$ cat src/design/euler_to_rotation_matrix_assert.svh
// assertion macros shared by the rotation matrix design
`ifndef EULER_TO_ROTATION_MATRIX_ASSERT_SVH
`define EULER_TO_ROTATION_MATRIX_ASSERT_SVH
`ifndef SYNTHESIS
`define EULR_ASSERT_NOW(label, clk, rst, ante, cons, msg) \
   label: assert property (@(posedge clk) disable iff (rst) (ante) |-> (cons)) \
      else $error(msg);
`define EULR_ASSERT_NEXT(label, clk, rst, ante, cons, msg) \
   label: assert property (@(posedge clk) disable iff (rst) (ante) |=> (cons)) \
      else $error(msg);
`else
`define EULR_ASSERT_NOW(label, clk, rst, ante, cons, msg)
`define EULR_ASSERT_NEXT(label, clk, rst, ante, cons, msg)
`endif
`endif

$ cat src/design/eulr_pkg.sv
// constants, types and rounding helper for the euler angle rotation matrix
`timescale 1ns / 1ps
package eulr_pkg;
   localparam int ANGLE_BITS   = 16;
   localparam int ELEMENT_BITS = 16;
   localparam int QF           = 30;
   localparam int ASH          = 33 - ANGLE_BITS;
   localparam int ESH          = QF - (ELEMENT_BITS - 2);

   localparam int IN_W  = ((3 * ANGLE_BITS + 7) / 8) * 8;
   localparam int OUT_W = ((9 * ELEMENT_BITS + 7) / 8) * 8;

   localparam logic signed [33:0] Q_PI      = 34'sd3373259426;
   localparam logic signed [33:0] Q_HALF_PI = 34'sd1686629713;
   localparam logic signed [33:0] Q_TWO_PI  = 34'sd6746518852;
   localparam logic signed [31:0] Q_ONE     = 32'sh4000_0000;
   localparam logic signed [33:0] E_ONE     = 34'sd1 <<< (ELEMENT_BITS - 2);

   localparam int SIN_N       = 6;
   localparam int COS_N       = 7;
   localparam int ITER_STAGES = 4;
   localparam int A_DLY       = 2 + SIN_N * ITER_STAGES;
   localparam int C_DLY       = 2 + COS_N * ITER_STAGES;
   localparam int S_DLY       = (COS_N - SIN_N) * ITER_STAGES - 2;
   localparam int SC_LAT      = 5 + COS_N * ITER_STAGES;
   localparam int MAT_LAT     = 6;
   localparam int PIPE_LAT    = SC_LAT + MAT_LAT;

   localparam logic [7:0] SIN_DIV [SIN_N] = '{8'd156, 8'd110, 8'd72, 8'd42, 8'd20, 8'd6};
   localparam logic [7:0] COS_DIV [COS_N] =
      '{8'd182, 8'd132, 8'd90, 8'd56, 8'd30, 8'd12, 8'd2};
   localparam logic [31:0] SIN_RCP [SIN_N] = '{
      32'((64'd1 << 32) / 64'd156), 32'((64'd1 << 32) / 64'd110),
      32'((64'd1 << 32) / 64'd72),  32'((64'd1 << 32) / 64'd42),
      32'((64'd1 << 32) / 64'd20),  32'((64'd1 << 32) / 64'd6)};
   localparam logic [31:0] COS_RCP [COS_N] = '{
      32'((64'd1 << 32) / 64'd182), 32'((64'd1 << 32) / 64'd132),
      32'((64'd1 << 32) / 64'd90),  32'((64'd1 << 32) / 64'd56),
      32'((64'd1 << 32) / 64'd30),  32'((64'd1 << 32) / 64'd12),
      32'((64'd1 << 32) / 64'd2)};

   typedef logic signed [31:0] q30_type;

   typedef struct packed {
      logic full;
      logic valid;
   } obuf_stat_type;

   // shift right rounding half away from zero
   function automatic logic signed [63:0] round_shr(input logic signed [63:0] v,
                                                    input int unsigned s);
      logic [63:0] mag;
      logic [63:0] half;
      logic [63:0] r;
      mag  = v[63] ? 64'(-v) : 64'(v);
      half = (s == 0) ? 64'd0 : (64'd1 << (s - 1));
      r    = (mag + half) >> s;
      return v[63] ? -$signed(r) : $signed(r);
   endfunction
endpackage

$ cat src/design/eulr_obuf.sv
// two-entry output buffer between the pipeline and the result channel
`timescale 1ns / 1ps
module eulr_obuf (
   input  logic                        clock,
   input  logic                        reset,
   input  logic                        push,
   input  logic [eulr_pkg::OUT_W-1:0]  push_data,
   input  logic                        pop,
   output eulr_pkg::obuf_stat_type     stat,
   output logic [eulr_pkg::OUT_W-1:0]  head_data
);
   logic [eulr_pkg::OUT_W-1:0] ent_ff [2];
   logic [1:0] cnt_ff, cnt_in;
   logic       wr_ff, rd_ff;
   logic       do_pop;

   assign do_pop = pop && (cnt_ff != 2'd0);

   always_comb begin
      cnt_in = cnt_ff + 2'(push) - 2'(do_pop);
   end

   always_ff @(posedge clock) begin
      if (reset) begin
         cnt_ff <= 2'd0;
         wr_ff  <= 1'b0;
         rd_ff  <= 1'b0;
      end else begin
         cnt_ff <= cnt_in;
         if (push) wr_ff <= ~wr_ff;
         if (do_pop) rd_ff <= ~rd_ff;
      end
   end

   always_ff @(posedge clock) begin
      if (push) ent_ff[wr_ff] <= push_data;
   end

   assign stat.full  = (cnt_ff == 2'd2);
   assign stat.valid = (cnt_ff != 2'd0);
   assign head_data  = ent_ff[rd_ff];
endmodule

$ cat config.mk
export PLATFORM = sky130hd
export DESIGN_NAME = eulr_obuf
export DESIGN_NICKNAME = d
export VERILOG_FILES = /design/src/design/euler_to_rotation_matrix_assert.svh /design/src/design/eulr_pkg.sv /design/src/design/eulr_obuf.sv
export SDC_FILE = /design/constraint.sdc
export NUM_CORES = 1
export LEC_CHECK = 0
export BUFFER_PORTS_ARGS = -buffer_cell sky130_fd_sc_hd__buf_2
export CAP_MARGIN = 20
export CORE_MARGIN = 3
export CORE_UTILIZATION = 47
export DETAILED_ROUTE_END_ITERATION = 10
export PLACE_DENSITY = 0.73
export SETUP_SLACK_MARGIN = 0.05
export SYNTH_ARGS = -nofsm -noshare
export SYNTH_HDL_FRONTEND = slang
export SYNTH_SLANG_ARGS = --single-unit
$ cat constraint.sdc
create_clock -name clock -period 10.1 [get_ports clock]
set_clock_uncertainty 0.05 [all_clocks]
set_input_delay 2.02 -clock clock [delete_from_list [all_inputs] [get_ports clock]]
set_output_delay 2.02 -clock clock [all_outputs]
set_load 0.03 [all_outputs]
==> run summary <==
Clock power share - 32.2%
GRT Overall Usage - 15.1%
Yosys top cell area share - 79.6%
Slew @ Worst Pin - 1090 ps
Crit share post-route - 46.5%
Die Area - 25000 sq um
Hpwl dp - 13.5 mm
Post-Synth Simple-Gate Area - 0.449%
Final hold viol count - 0
Post-CTS Repair Setup Buffers - 0
F_max - 213 MHz
Leakage - 5.23 nW
NetSw - 938 uW
Ports - 294
Syn_nets - 621
Drt first-iter violations - 277
Synth area leaders - edfxtp_1 80%, mux2_2 8.9%, mux2_4 8.3%, dfxtp_1 0.92%, buf_6 0.83%
Reg-to-Reg End - ent_ff[1][138]
Area leader, netlist - edfxtp_1
Setup TNS Final - 0 ps
Routed vias/inst - 4.98
Post-synthesis adder-cell area fraction - 0.230%
Initial antenna violation count - 3
Combinational family with the most area after synthesis - multiplexers
Comb power frac - 24.0%
Max Slew Vio Count - 0
Mux cell area share after synthesis - 17.2%
Synth cell types - 15
Most frequent cells in the layout - 293 x buf_2, 288 x edfxtp_1, 86 x mux2_2
CTS buffer count - 29
Wirelength per Cell - 18.5 um
DIE HEIGHT - 158 um
CTS tree - built
Final Util - 59.8%
Gpl congestion - 0.764
Critical Path AT - 2630 ps
Cells after DPL - 1038
H-tree depth - 1
Crit path to - head_data[1]
Post-route cell area - 13600 sq um
Switching Share - 28.2%
Initial Utilization - 47.9%
Post-Syn Area per Cell - 23.1 sq um
Cts hold-fix bufs - 0
# DRC - 0
Max_slew headroom - 27.4%
Crit path max fanout - 65
FF+latch count, synth - 293
Final Critical Period - 4700 ps
Total length of routed wires - 20.2 mm
Die width - 158 um
Yosys synthesis warning count - 0
Layout Cells excl Fill - 1092
Flop-to-flop setup slack - 7460 ps
Vias in the first global route - 5685
CTS Buffer Depth - 3
Commonest non-fill, non-tap cell in the layout - buf_2
R2R Path Start - wr_ff
Compound-Gate Fraction of Synth Area - 0.0691%
First-pass GRT wire length - 29.6 mm
Total gr overflow - 0
Multi-input logic area - 1990 sq um
Cell Area, Synth - 10900 sq um
Clock sinks - 293
Ant diodes - 0
Worst EP required - 8030 ps
Clock slew at reported path FFs - 60 ps
Total number of vias - 5439
Placed cell area - 12600 sq um
Post-Syn Instances - 471
Largest net degree at the start of global routing - 79
Layout cells sized above 1 - 61.3%
CTS root buffer - clkbuf_16
CP Class - reg -> out
# setup viols final - 0
CP Capture Type - output port
CP startpoint kind - flip-flop
Synth Area in XOR/XNOR - 0.288%
Core box area - 22700 sq um
Seq/Total Area, Yosys - 80.5%
DRT Pass-1 Iters - 4
Port Buffers - 293
Hold Path Class - reg -> reg
Site Rows - 55
PwrDens - 245 nW/um^2
Maximum VDD drop - 0.203 mV
Status - finished, final reports clean
Fill cells - 1663
Cells on worst reg2reg path - 2
Max-Cap Viols - 0
P_int - 2.39 mW
RSZ-0062 raised after global routing - no
Net count, final - 934
Flop pwr share - 43.8%
Area grow syn2layout - 25.0%
Clock Latency Late Sink - 540 ps
PostCTS Resize Cnt - 0
Storage cell area - 8750 sq um
Antenna Nets Post-Route - 0
-- worst min path at each step --
stage | startpoint | end | slack (ps) | cells after the start
detailed placement | wr_ff | wr_ff | 530 | 2
floorplan | wr_ff | wr_ff | 450 | 2
global route | wr_ff | wr_ff | 570 | 2
global placement | rd_ff | rd_ff | 520 | 2
finish | wr_ff | wr_ff | 550 | 2
CTS | wr_ff | wr_ff | 550 | 2
-- registers in the layout, indices dropped and copies added (netlist names), named ones only --
| name | cells |
|---|---|
| ent_ff | 288 |
| cnt_ff | 2 |
| rd_ff | 1 |
| wr_ff | 1 |
-- cells in the mapped netlist --
| cell type | count |
|---|---|
| mux2_4 | 60 |
| mux2_2 | 86 |
| edfxtp_1 | 288 |
| nor2b_1 | 4 |
| o21a_1 | 1 |
| buf_2 | 8 |
| buf_6 | 8 |
| dfxtp_1 | 5 |
| nor2_1 | 3 |
| xnor3_1 | 1 |
| inv_1 | 2 |
| xnor2_1 | 1 |
| ha_1 | 2 |
| or2_2 | 1 |
| and2_1 | 1 |
-- critical path: stages (launching register included) --
cell     delay, ps
dfxtp_4        520
buf_4          850
mux2_2         440
buf_2          180
-- power groups by stage --
stage / logic, mW / registers, mW / clock network, mW
after floorplan: 0.617 / 1.48 / 0
after global placement: 0.792 / 1.48 / 0
after detailed placement: 0.802 / 1.48 / 0
after CTS: 0.807 / 1.46 / 1.10
after global routing: 0.842 / 1.46 / 1.15
final: 0.796 / 1.46 / 1.07
-- cells by family after synthesis --
family                     Yosys count
buffers and inverters               18
AOI/OAI and AO/OA                    1
adders and majority gates            2
DFF                                293
muxes                              146
xor gates and xnor gates             2
and+or+nand+nor                      9
-- cell type report --
cell class | count | area share (%)
Clock buffer | 30 | 5.37
Clock inverter | 24 | 1.80
Inverter | 2 | 0.0553
Multi-Input combinational cell | 160 | 14.7
Sequential cell | 293 | 64.4
Tap cell | 285 | 2.62
Timing Repair Buffer | 298 | 11.1
-- per-stage QoR --
stage,setup slack (ps),power (mW),hold slack [ps]
after detailed placement,5700,2.28,528
final,5400,3.32,554
after global routing,5280,3.46,569
after CTS,5390,3.36,551
after global placement,5780,2.27,516
after floorplan,1130,2.10,446
-- routing by layer --
| metal | vias to the layer above | track usage, % | share of wire, % |
|---|---|---|---|
| li1 | 2503 | - | - |
| met1 | 2680 | 17.5 | 38 |
| met2 | 212 | 26.6 | 51 |
| met3 | 38 | 5.58 | 9.3 |
| met4 | 6 | 4.22 | 2.4 |
| met5 | - | 0 | 0.16 |
Power figures use the tool's default switching activity.
